### src/rtl/pces_pkg.sv
// types and constants for the execute stage
// no dependencies; imported by every module of the block
`timescale 1ns / 1ps
`default_nettype none

package pces_pkg;

	localparam int unsigned WordW = 32;

	// instruction codes
	localparam logic [3:0] CMD_HALT  = 4'd0;
	localparam logic [3:0] CMD_NOP   = 4'd1;
	localparam logic [3:0] CMD_RRMOV = 4'd2;
	localparam logic [3:0] CMD_IRMOV = 4'd3;
	localparam logic [3:0] CMD_RMMOV = 4'd4;
	localparam logic [3:0] CMD_MRMOV = 4'd5;
	localparam logic [3:0] CMD_OP    = 4'd6;
	localparam logic [3:0] CMD_JUMP  = 4'd7;
	localparam logic [3:0] CMD_CALL  = 4'd8;
	localparam logic [3:0] CMD_RET   = 4'd9;
	localparam logic [3:0] CMD_PUSH  = 4'd10;
	localparam logic [3:0] CMD_POP   = 4'd11;
	localparam logic [3:0] CMD_DUMP  = 4'd12;

	// alu functions
	localparam logic [3:0] FN_ADD = 4'd0;
	localparam logic [3:0] FN_SUB = 4'd1;
	localparam logic [3:0] FN_AND = 4'd2;
	localparam logic [3:0] FN_XOR = 4'd3;

	// condition selectors
	localparam logic [3:0] CC_ALWAYS = 4'd0;
	localparam logic [3:0] CC_LE     = 4'd1;
	localparam logic [3:0] CC_L      = 4'd2;
	localparam logic [3:0] CC_E      = 4'd3;
	localparam logic [3:0] CC_NE     = 4'd4;
	localparam logic [3:0] CC_GE     = 4'd5;
	localparam logic [3:0] CC_G      = 4'd6;

	localparam logic [3:0] REG_NONE = 4'd15;

	localparam logic [1:0] STAT_OK = 2'd0;

	localparam logic [WordW-1:0] STACK_DEC = 32'hFFFF_FFFC;
	localparam logic [WordW-1:0] STACK_INC = 32'h0000_0004;

	typedef struct packed {
		logic zf;
		logic sf;
		logic of;
	} flags_t;

	localparam flags_t FLAGS_RESET = '{zf: 1'b1, sf: 1'b0, of: 1'b0};

endpackage

`default_nettype wire

### src/rtl/pces_alu.sv
// operand selection, alu and flag computation for one instruction
// depends on pces_pkg
`timescale 1ns / 1ps
`default_nettype none

module pces_alu
	import pces_pkg::*;
(
	input  wire logic [3:0]       cmd,
	input  wire logic [3:0]       func_code,
	input  wire logic [WordW-1:0] const_word,
	input  wire logic [WordW-1:0] reg_a_value,
	input  wire logic [WordW-1:0] reg_b_value,
	output logic      [WordW-1:0] result,
	output flags_t                flags
);

	logic [WordW-1:0] op_a;
	logic [WordW-1:0] op_b;
	logic [3:0]       alu_fn;
	logic             sa, sb, sr;

	always_comb begin
		case (cmd) inside
			CMD_RRMOV, CMD_OP:                        op_a = reg_a_value;
			CMD_IRMOV, CMD_RMMOV, CMD_MRMOV, CMD_DUMP: op_a = const_word;
			CMD_CALL, CMD_PUSH:                       op_a = STACK_DEC;
			CMD_RET, CMD_POP:                         op_a = STACK_INC;
			default:                                  op_a = '0;
		endcase
	end

	always_comb begin
		case (cmd) inside
			CMD_RMMOV, CMD_MRMOV, CMD_OP, CMD_CALL, CMD_RET, CMD_PUSH, CMD_POP:
				op_b = reg_b_value;
			default: op_b = '0;
		endcase
	end

	assign alu_fn = (cmd == CMD_OP) ? func_code : FN_ADD;

	always_comb begin
		unique case (alu_fn)
			FN_ADD:  result = op_a + op_b;
			FN_SUB:  result = op_b - op_a;
			FN_AND:  result = op_a & op_b;
			FN_XOR:  result = op_a ^ op_b;
			default: result = '0;
		endcase
	end

	assign sa = op_a[WordW-1];
	assign sb = op_b[WordW-1];
	assign sr = result[WordW-1];

	always_comb begin
		flags.zf = (result == '0);
		flags.sf = sr;
		case (alu_fn)
			FN_ADD:  flags.of = (sa == sb) && (sr != sa);
			FN_SUB:  flags.of = (sa != sb) && (sr != sb);
			default: flags.of = 1'b0;
		endcase
	end

endmodule

`default_nettype wire

### src/rtl/pces_cond.sv
// jump and conditional-move condition from the current flags
// depends on pces_pkg
`timescale 1ns / 1ps
`default_nettype none

module pces_cond
	import pces_pkg::*;
(
	input  wire logic [3:0] cmd,
	input  wire logic [3:0] func_code,
	input  wire flags_t     flags,
	output logic            cond_true
);

	logic lt;
	logic test;

	assign lt = flags.sf ^ flags.of;

	always_comb begin
		unique case (func_code)
			CC_ALWAYS: test = 1'b1;
			CC_LE:     test = lt | flags.zf;
			CC_L:      test = lt;
			CC_E:      test = flags.zf;
			CC_NE:     test = ~flags.zf;
			CC_GE:     test = ~lt;
			CC_G:      test = ~lt & ~flags.zf;
			default:   test = 1'b0;
		endcase
	end

	// only moves and jumps carry a condition
	assign cond_true = ((cmd == CMD_RRMOV) || (cmd == CMD_JUMP)) && test;

endmodule

`default_nettype wire

### src/rtl/pipelined_cpu_execute_stage.sv
// execute stage top level: input register, alu and condition logic, result register
// depends on pces_pkg, pces_alu, pces_cond
//
// channel  handshake            direction  payload
// in       in_valid / in_ready  in         cmd .. wb_stage_status (decoded instruction)
// out      out_valid / out_ready out       exec_value .. out_dest_m (executed instruction)
//
// one item per cycle sustained while the output is not stalled; an accepted item passes through
// the input register and then the result register, whose valid bit drives out_valid
// flags update when an unbubbled OP item moves from the input register into the result register
// arst_n clears valid bits and sets flags to zf=1, sf=0, of=0
// a stalled output holds both registers; in_ready stays high while the input register
// is empty or moving on
`timescale 1ns / 1ps
`default_nettype none

module pipelined_cpu_execute_stage
	import pces_pkg::*;
(
	input  wire logic             clk,
	input  wire logic             arst_n,
	input  wire logic             in_valid,
	output logic                  in_ready,
	input  wire logic [3:0]       cmd,
	input  wire logic [3:0]       func_code,
	input  wire logic [WordW-1:0] const_word,
	input  wire logic [WordW-1:0] reg_a_value,
	input  wire logic [WordW-1:0] reg_b_value,
	input  wire logic [3:0]       dest_e_reg,
	input  wire logic [3:0]       dest_m_reg,
	input  wire logic [1:0]       in_status,
	input  wire logic [1:0]       mem_stage_status,
	input  wire logic [1:0]       wb_stage_status,
	output logic                  out_valid,
	input  wire logic             out_ready,
	output logic      [WordW-1:0] exec_value,
	output logic      [3:0]       exec_dest,
	output logic                  cond_true,
	output logic                  mem_bubble,
	output logic      [1:0]       out_status,
	output logic      [3:0]       out_cmd,
	output logic      [WordW-1:0] out_reg_a_value,
	output logic      [3:0]       out_dest_m
);

	// input register
	logic             valid_s1;
	logic [3:0]       cmd_s1;
	logic [3:0]       fn_s1;
	logic [WordW-1:0] const_s1;
	logic [WordW-1:0] ra_s1;
	logic [WordW-1:0] rb_s1;
	logic [3:0]       de_s1;
	logic [3:0]       dm_s1;
	logic [1:0]       st_s1;
	logic [1:0]       ms_s1;
	logic [1:0]       ws_s1;

	// result register
	logic             valid_s2;
	logic [WordW-1:0] value_s2;
	logic [3:0]       dest_s2;
	logic             cond_s2;
	logic             bubble_s2;
	logic [1:0]       st_s2;
	logic [3:0]       cmd_s2;
	logic [WordW-1:0] ra_s2;
	logic [3:0]       dm_s2;

	flags_t           flags_q;
	flags_t           new_flags;
	logic [WordW-1:0] alu_result;
	logic             cond;
	logic             bubble;
	logic             adv_s1;
	logic             load_s1;
	logic             flag_wr;

	assign adv_s1   = valid_s1 && (!valid_s2 || out_ready);
	assign in_ready = !valid_s1 || adv_s1;
	assign load_s1  = in_valid && in_ready;

	assign bubble  = (ms_s1 != STAT_OK) || (ws_s1 != STAT_OK);
	assign flag_wr = adv_s1 && (cmd_s1 == CMD_OP) && !bubble;

	pces_alu u_alu (
		.cmd         (cmd_s1),
		.func_code   (fn_s1),
		.const_word  (const_s1),
		.reg_a_value (ra_s1),
		.reg_b_value (rb_s1),
		.result      (alu_result),
		.flags       (new_flags)
	);

	// a cmd that sets flags never tests them, so the registered flags are current
	pces_cond u_cond (
		.cmd       (cmd_s1),
		.func_code (fn_s1),
		.flags     (flags_q),
		.cond_true (cond)
	);

	always_ff @(posedge clk or negedge arst_n) begin
		if (!arst_n) begin
			valid_s1 <= 1'b0;
		end else if (in_ready) begin
			valid_s1 <= in_valid;
		end
	end

	always_ff @(posedge clk) begin
		if (load_s1) begin
			cmd_s1   <= cmd;
			fn_s1    <= func_code;
			const_s1 <= const_word;
			ra_s1    <= reg_a_value;
			rb_s1    <= reg_b_value;
			de_s1    <= dest_e_reg;
			dm_s1    <= dest_m_reg;
			st_s1    <= in_status;
			ms_s1    <= mem_stage_status;
			ws_s1    <= wb_stage_status;
		end
	end

	always_ff @(posedge clk or negedge arst_n) begin
		if (!arst_n) begin
			valid_s2 <= 1'b0;
		end else if (!valid_s2 || out_ready) begin
			valid_s2 <= valid_s1;
		end
	end

	always_ff @(posedge clk) begin
		if (adv_s1) begin
			value_s2  <= alu_result;
			dest_s2   <= ((cmd_s1 == CMD_RRMOV) && !cond) ? REG_NONE : de_s1;
			cond_s2   <= cond;
			bubble_s2 <= bubble;
			st_s2     <= st_s1;
			cmd_s2    <= cmd_s1;
			ra_s2     <= ra_s1;
			dm_s2     <= dm_s1;
		end
	end

	always_ff @(posedge clk or negedge arst_n) begin
		if (!arst_n) begin
			flags_q <= FLAGS_RESET;
		end else if (flag_wr) begin
			flags_q <= new_flags;
		end
	end

	assign out_valid       = valid_s2;
	assign exec_value      = value_s2;
	assign exec_dest       = dest_s2;
	assign cond_true       = cond_s2;
	assign mem_bubble      = bubble_s2;
	assign out_status      = st_s2;
	assign out_cmd         = cmd_s2;
	assign out_reg_a_value = ra_s2;
	assign out_dest_m      = dm_s2;

	// flags move only with an OP item leaving the input register unbubbled
	a_flags_hold: assert property (@(posedge clk) disable iff (!arst_n)
		!flag_wr |=> $stable(flags_q))
		else $error("flags changed without an OP item");

	// an untaken conditional move writes no register
	a_cmov_dest: assert property (@(posedge clk) disable iff (!arst_n)
		(valid_s2 && (cmd_s2 == CMD_RRMOV) && !cond_s2) |-> (dest_s2 == REG_NONE))
		else $error("untaken move kept its destination");

	// only moves and jumps report a true condition
	a_cond_cmd: assert property (@(posedge clk) disable iff (!arst_n)
		(valid_s2 && cond_s2) |-> ((cmd_s2 == CMD_RRMOV) || (cmd_s2 == CMD_JUMP)))
		else $error("condition true for a non-branch item");

	// an empty input register always takes an item
	a_ready_empty: assert property (@(posedge clk) disable iff (!arst_n)
		!valid_s1 |-> in_ready)
		else $error("input stalled while input register empty");

	// a stalled result register holds its item and blocks the input register
	a_stall_hold: assert property (@(posedge clk) disable iff (!arst_n)
		(valid_s2 && !out_ready) |=> (valid_s2 && $stable(value_s2)))
		else $error("result lost under stall");

endmodule

`default_nettype wire

### config.mk
export PLATFORM = sky130hd
export DESIGN_NAME = pipelined_cpu_execute_stage
export DESIGN_NICKNAME = d
export VERILOG_FILES = /design/src/rtl/pces_pkg.sv /design/src/rtl/pces_alu.sv /design/src/rtl/pces_cond.sv /design/src/rtl/pipelined_cpu_execute_stage.sv
export SDC_FILE = /design/constraint.sdc
export NUM_CORES = 1
export LEC_CHECK = 0
export BUFFER_PORTS_ARGS = -buffer_cell sky130_fd_sc_hd__buf_4
export CAP_MARGIN = 20
export CORE_AREA = 2 2 120 169
export DETAILED_ROUTE_END_ITERATION = 10
export DIE_AREA = 0 0 122 171
export PLACE_DENSITY = 0.86
export SLEW_MARGIN = 5
export SYNTH_ARGS = -nofsm -noshare
export SYNTH_HDL_FRONTEND = slang
export SYNTH_HIERARCHICAL = 1
export SYNTH_SLANG_ARGS = --single-unit
### constraint.sdc
create_clock -name clk -period 10.5 [get_ports clk]
set_input_delay 0.525 -clock clk [delete_from_list [all_inputs] [get_ports clk]]
set_output_delay 0.525 -clock clk [all_outputs]
set_load 0.05 [all_outputs]
# Word-level counts from Yosys, hierarchy flattened
# Index checks and enable logic that the tools add are counted.
totals:
  in_bits: 122
  out_inout_bits: 82
  register_bits: 203
  wordCells: 91
classes:
  bitwise: 7
  n_reduce_logical: 26
  n_eq_ne: 24
  muxes: 9
  addsub: 2
ops:
  columns: ["cell", "count"]
  rows:
  - ["$mux W32", 4]
  - ["$pmux W32 S4", 1]
  - ["$add A32 B32 Y32", 1]
  - ["$and A32 B32 Y32", 1]
  - ["$logic_not A32 Y1", 1]
  - ["$sub A32 B32 Y32", 1]
  - ["$xor A32 B32 Y32", 1]
  - ["$eq A4 B3 Y1 const B", 7]
  - ["$eq A4 B2 Y1 const B", 6]
  - ["$eq A4 B4 Y1 const B", 5]
  - ["$eq A4 B1 Y1 const B", 2]
  - ["$logic_and A1 B1 Y1", 8]
  - ["$logic_not A4 Y1", 2]
  - ["$pmux W1 S7", 1]
  - ["$reduce_or A7 Y1", 1]
  - ["$reduce_or A2 Y1", 3]
  - ["$logic_not A1 Y1", 4]
  - ["$logic_or A1 B1 Y1", 4]
  - ["$mux W4", 1]
  - ["$reduce_bool A2 Y1", 2]
  - ["$reduce_or A4 Y1", 1]
  - ["$mux W3", 1]
  - ["$ne A1 B1 Y1", 3]
  - ["$not A1 Y1", 2]
  - ["other kinds (5)", 5]

# Longest topological paths before layout
logic_depth:
  ltp_word: 11
  mapped_depth: 26
  ltp_nobuf: 22

# By module
# The synthesis kept the hierarchy.
by_module_without_submodules:
  columns: ["mod", "cells_each", "instances", "seq_area_each_um2", "area_per_inst_um2"]
  rows:
  - ["pipelined_cpu_execute_stage", 222, 1, 6072.1, 6233.5]
  - ["pces_alu", 765, 1, 0.0, 5454.0]
  - ["pces_cond", 12, 1, 0.0, 101.3]

# Least setup slack after synthesis
# Ideal clock, no wire load.
synth_timing:
  path_type: "register -> register"
  from: "register fn_s1[0]"
  to: "register flags_q[2] in the netlist's numbering"
  setup_ps: 61
  n_path_buf: 6
  t_arrival_ps: 4939
  stages_incl_launch_ff: 21
  path_slack_ps: 5501
  required_ps: 10439
  synth_period_minus_slack_ps: 4999
  path_cell_list: "edfxtp_1 > clkbuf_1 > buf_1 > buf_2 > buf_2 > nand3_1 > clkbuf_1 > nand2_1 > xor2_1 > ha_1 > clkbuf_1 > o211ai_1 > a2111oi_1 > a21bo_2 > a21oi_1 > a31oi_1 > xnor2_1 > o22ai_1 > or4_1 > nor4_2 > mux2_1"
synth_lines:
  columns: ["item", "line", "text"]
  rows:
  - ["start, declared", "pipelined_cpu_execute_stage.sv:49", "logic [3:0] fn_s1;"]
  - ["start signal, assigned", "pipelined_cpu_execute_stage.sv:115", "fn_s1 <= func_code;"]
  - ["end signal, assigned", "pipelined_cpu_execute_stage.sv:152", "flags_q <= new_flags;"]
  - ["end, declared", "pipelined_cpu_execute_stage.sv:70", "flags_t flags_q;"]

==> metrics.txt <==
status finished clean; fillers 1,371; top_reg_cell synth edfxtp_1; PortBufs 203; Area Growth Syn to Fin 18.9%; Net Count, Synth 1,182; Die W 122 um; DP HPWL 21.9 mm; synth warn 6; EDFF count, synth 198; first-pass GRT wire length 45.6 mm; ANT nets after route 0; cell total after placement 1,407; Mapped Avg Cell Area 11.8 um2; starting DRC count in detailed routing 892; H-tree depth 1; async set-reset flop share out of synthesis 2.46%; Overall Global Routing Usage 28.0%; Peak supply drop 208 uV; Via density 6.23; Max Freq 161 MHz; wire per inst 20.6 um; HP Start const_word[19]; grt total ovfl 0; Worst EP arrival 6630 ps; Mapped Cells 999; R2R Setup Slk 4300 ps; Initial Util 60.6%; CTS max path bufs 3; Root Driver clkbuf_16; overall die height 171 um; register area share after synthesis 51.5%; Core Area 19,500 um2; worst-path maximum fanout 34; RSZ-0062 raised after global routing no; post-layout min period 6200 ps; Top-Level Pins 204; share of layout cells above drive strength 1 23.5%; simple-gate share of the synthesized area 14.6%; Fin. Hold Viols 0; Yosys cell types 100; kind of critical path register to register; drt total wl 29.7 mm; # clock sinks 203; Place WS 4410 ps; final hold slack 193 ps; Clock Pin Slew Worst Setup and Hold Paths 70 ps; initial antenna violation count 0; #FFs+latches synth 203; leakage 5.63 nW; Post-CTS Setup Bufs 0; Final Non-Filler Cells 1,443; max_slew headroom 28.3%; largest net degree at the start of global routing 81; Clock Skews 21.5 ps; vias in the first global route 8,530; Synth Area in Compound Gates 16.5%; Critical Path Source cmd_s1[2]$_DFFE_PP_; main combinational cell family by area after synthesis compound AO/OA/AOI/OAI gates; Max Cap Violations 0; Worst-Skew Late Latency 500 ps; nature of the critical path endpoint register; Final Setup Violations 0; most common cell after layout, fill and taps aside buf_4; multiplexer share of the synthesized area 2.70%; period utilization 59.1%; ANT cells 0; cell area after synthesis 11,800 um2; die area 20,900 um2; cell area power density 167 nW/um2; First-pass DRT Iterations 5; Rows 61; Max Transition Viols Final 0; worst slew pin tran 1080 ps; via count 8,992; FF-to-FF Start cmd_s1[2]$_DFFE_PP_; most frequent cells in the layout buf_4, edfxtp_1, a21oi_1; Worst setup SP type register; Remaining DRCs 0; Setup TNS 0 ps; CTS tree yes; XOR/XNOR Fraction of Synth Area 4.36%; GPL Wtd Cong 0.938; Synth Area in Adders 6.54%; hold crit path type primary input to register; setup ws final 4300 ps; # nets final 1,361; Worst Path Required 10,930 ps; CTS buffer count 19
[state kept, by name (all words and copies together), names as in the netlist, 2 cells and up]
name	cells
dm_s1	4
const_s1	32
rb_s1	32
exec_dest	4
ms_s1	2
out_reg_a_value	32
ra_s1	32
de_s1	4
out_status	2
flags_q	3
cmd_s1	4
fn_s1	4
ws_s1	2
st_s1	2
exec_value	32
out_cmd	4
out_dest_m	4
[critical path, stage by stage, from the launching register on]
cell       delay [ps]
edfxtp_1          520
buf_4             390
nand2b_1          610
a21oi_1           250
nor4b_4           380
and4_1            330
nand2_1           120
nor3b_2           310
nand2_1           160
nor2_1            200
nor2_1             80
xnor2_1           160
ha_1              400
a21o_1            240
a21oi_1           220
a21oi_1            70
a221o_2           440
a2111oi_0         520
a21oi_1            90
o31ai_1           120
or4_1             180
nor4_2             40
mux2_1            290
[power by group]
| part | internal (W) | leakage (nW) | switching, W |
|---|---|---|---|
| combinational | 0.000240 | 3.37 | 0.000418 |
| sequential | 0.000980 | 1.96 | 0.0000285 |
| clock | 0.000382 | 0.290 | 0.000291 |
| total | 0.00160 | 5.63 | 0.000737 |
[Yosys cell counts, types with 9 or more instances]
cell | number | area (um2)
a21o_1 | 21 | 158
a21oi_1 | 77 | 385
a22oi_1 | 12 | 90.1
a31oi_1 | 16 | 100
and2_1 | 38 | 238
buf_2 | 16 | 80.1
clkbuf_1 | 18 | 67.6
edfxtp_1 | 198 | 5950
ha_1 | 60 | 751
inv_1 | 34 | 128
mux2i_1 | 25 | 250
nand2_1 | 50 | 188
nand2b_1 | 22 | 138
nand3b_1 | 26 | 195
nand4_1 | 11 | 68.8
nor2_1 | 49 | 184
nor2b_1 | 9 | 56.3
nor3_1 | 10 | 50.1
o21ai_0 | 34 | 170
o221ai_1 | 9 | 78.8
o22ai_1 | 16 | 100
xnor2_1 | 39 | 342
xor2_1 | 16 | 140
[timing repair]
item                                   in CTS  in global routing
endpoints found under the hold margin       5                  0
resized for setup                           0                  0
hold buffers                                1                  0
[kinds of logic after synthesis]
logic type,count (synthesis)
AND/OR/NAND/NOR,282
flip-flops,203
multiplexers,31
XOR/XNOR,57
adder cells (fa/ha/maj),61
AO/OA/AOI/OAI,275
buffers and inverters,90
[metrics by stage]
step	total power (W)	cell area (um2)	util [%]
after floorplan	0.00149	11800	-
after global placement	0.00166	13400	68.7
after detailed placement	0.00167	13400	68.7
after CTS	0.00234	14000	71.9
after global routing	0.00244	14000	72.0
final	0.00234	14000	72.0
[cell type report]
cell class | count | area, um2 | area share [%]
repair buffers | 213 | 1620 | 11.6
multi-input cells | 706 | 5280 | 37.6
well taps | 252 | 315 | 2.25
flip-flops and latches | 203 | 6070 | 43.3
inverters | 35 | 131 | 0.937
clock inverters | 14 | 125 | 0.892
clock buffers | 20 | 479 | 3.42
[layer usage]
| metal | GRT usage (%) | share of wire [%] | wire (um) | vias to the layer above |
|---|---|---|---|---|
| met5 | 0 | 0 | 0 | - |
| met4 | 10.1 | 3.5 | 1040 | 0 |
| met3 | 4.10 | 6.4 | 1900 | 73 |
| met2 | 48.0 | 51 | 15200 | 390 |
| met1 | 36.2 | 39 | 11600 | 4316 |
| li1 | - | - | - | 4213 |
[worst paths after layout]
check	endpoint	depth (start not counted)
max in group asynchronous	flags_q[2]$_DFFE_PN1P_	2
setup reg to reg	flags_q[2]$_DFFE_PN1P_	22
hold / removal	const_s1[19]$_DFFE_PP_	1
min in group asynchronous	valid_s1$_DFFE_PN0P_	2
setup / recovery	flags_q[2]$_DFFE_PN1P_	22
hold reg to reg	out_dest_m[1]$_DFFE_PP_	0
Note: power is estimated with default switching activity, not from simulation.
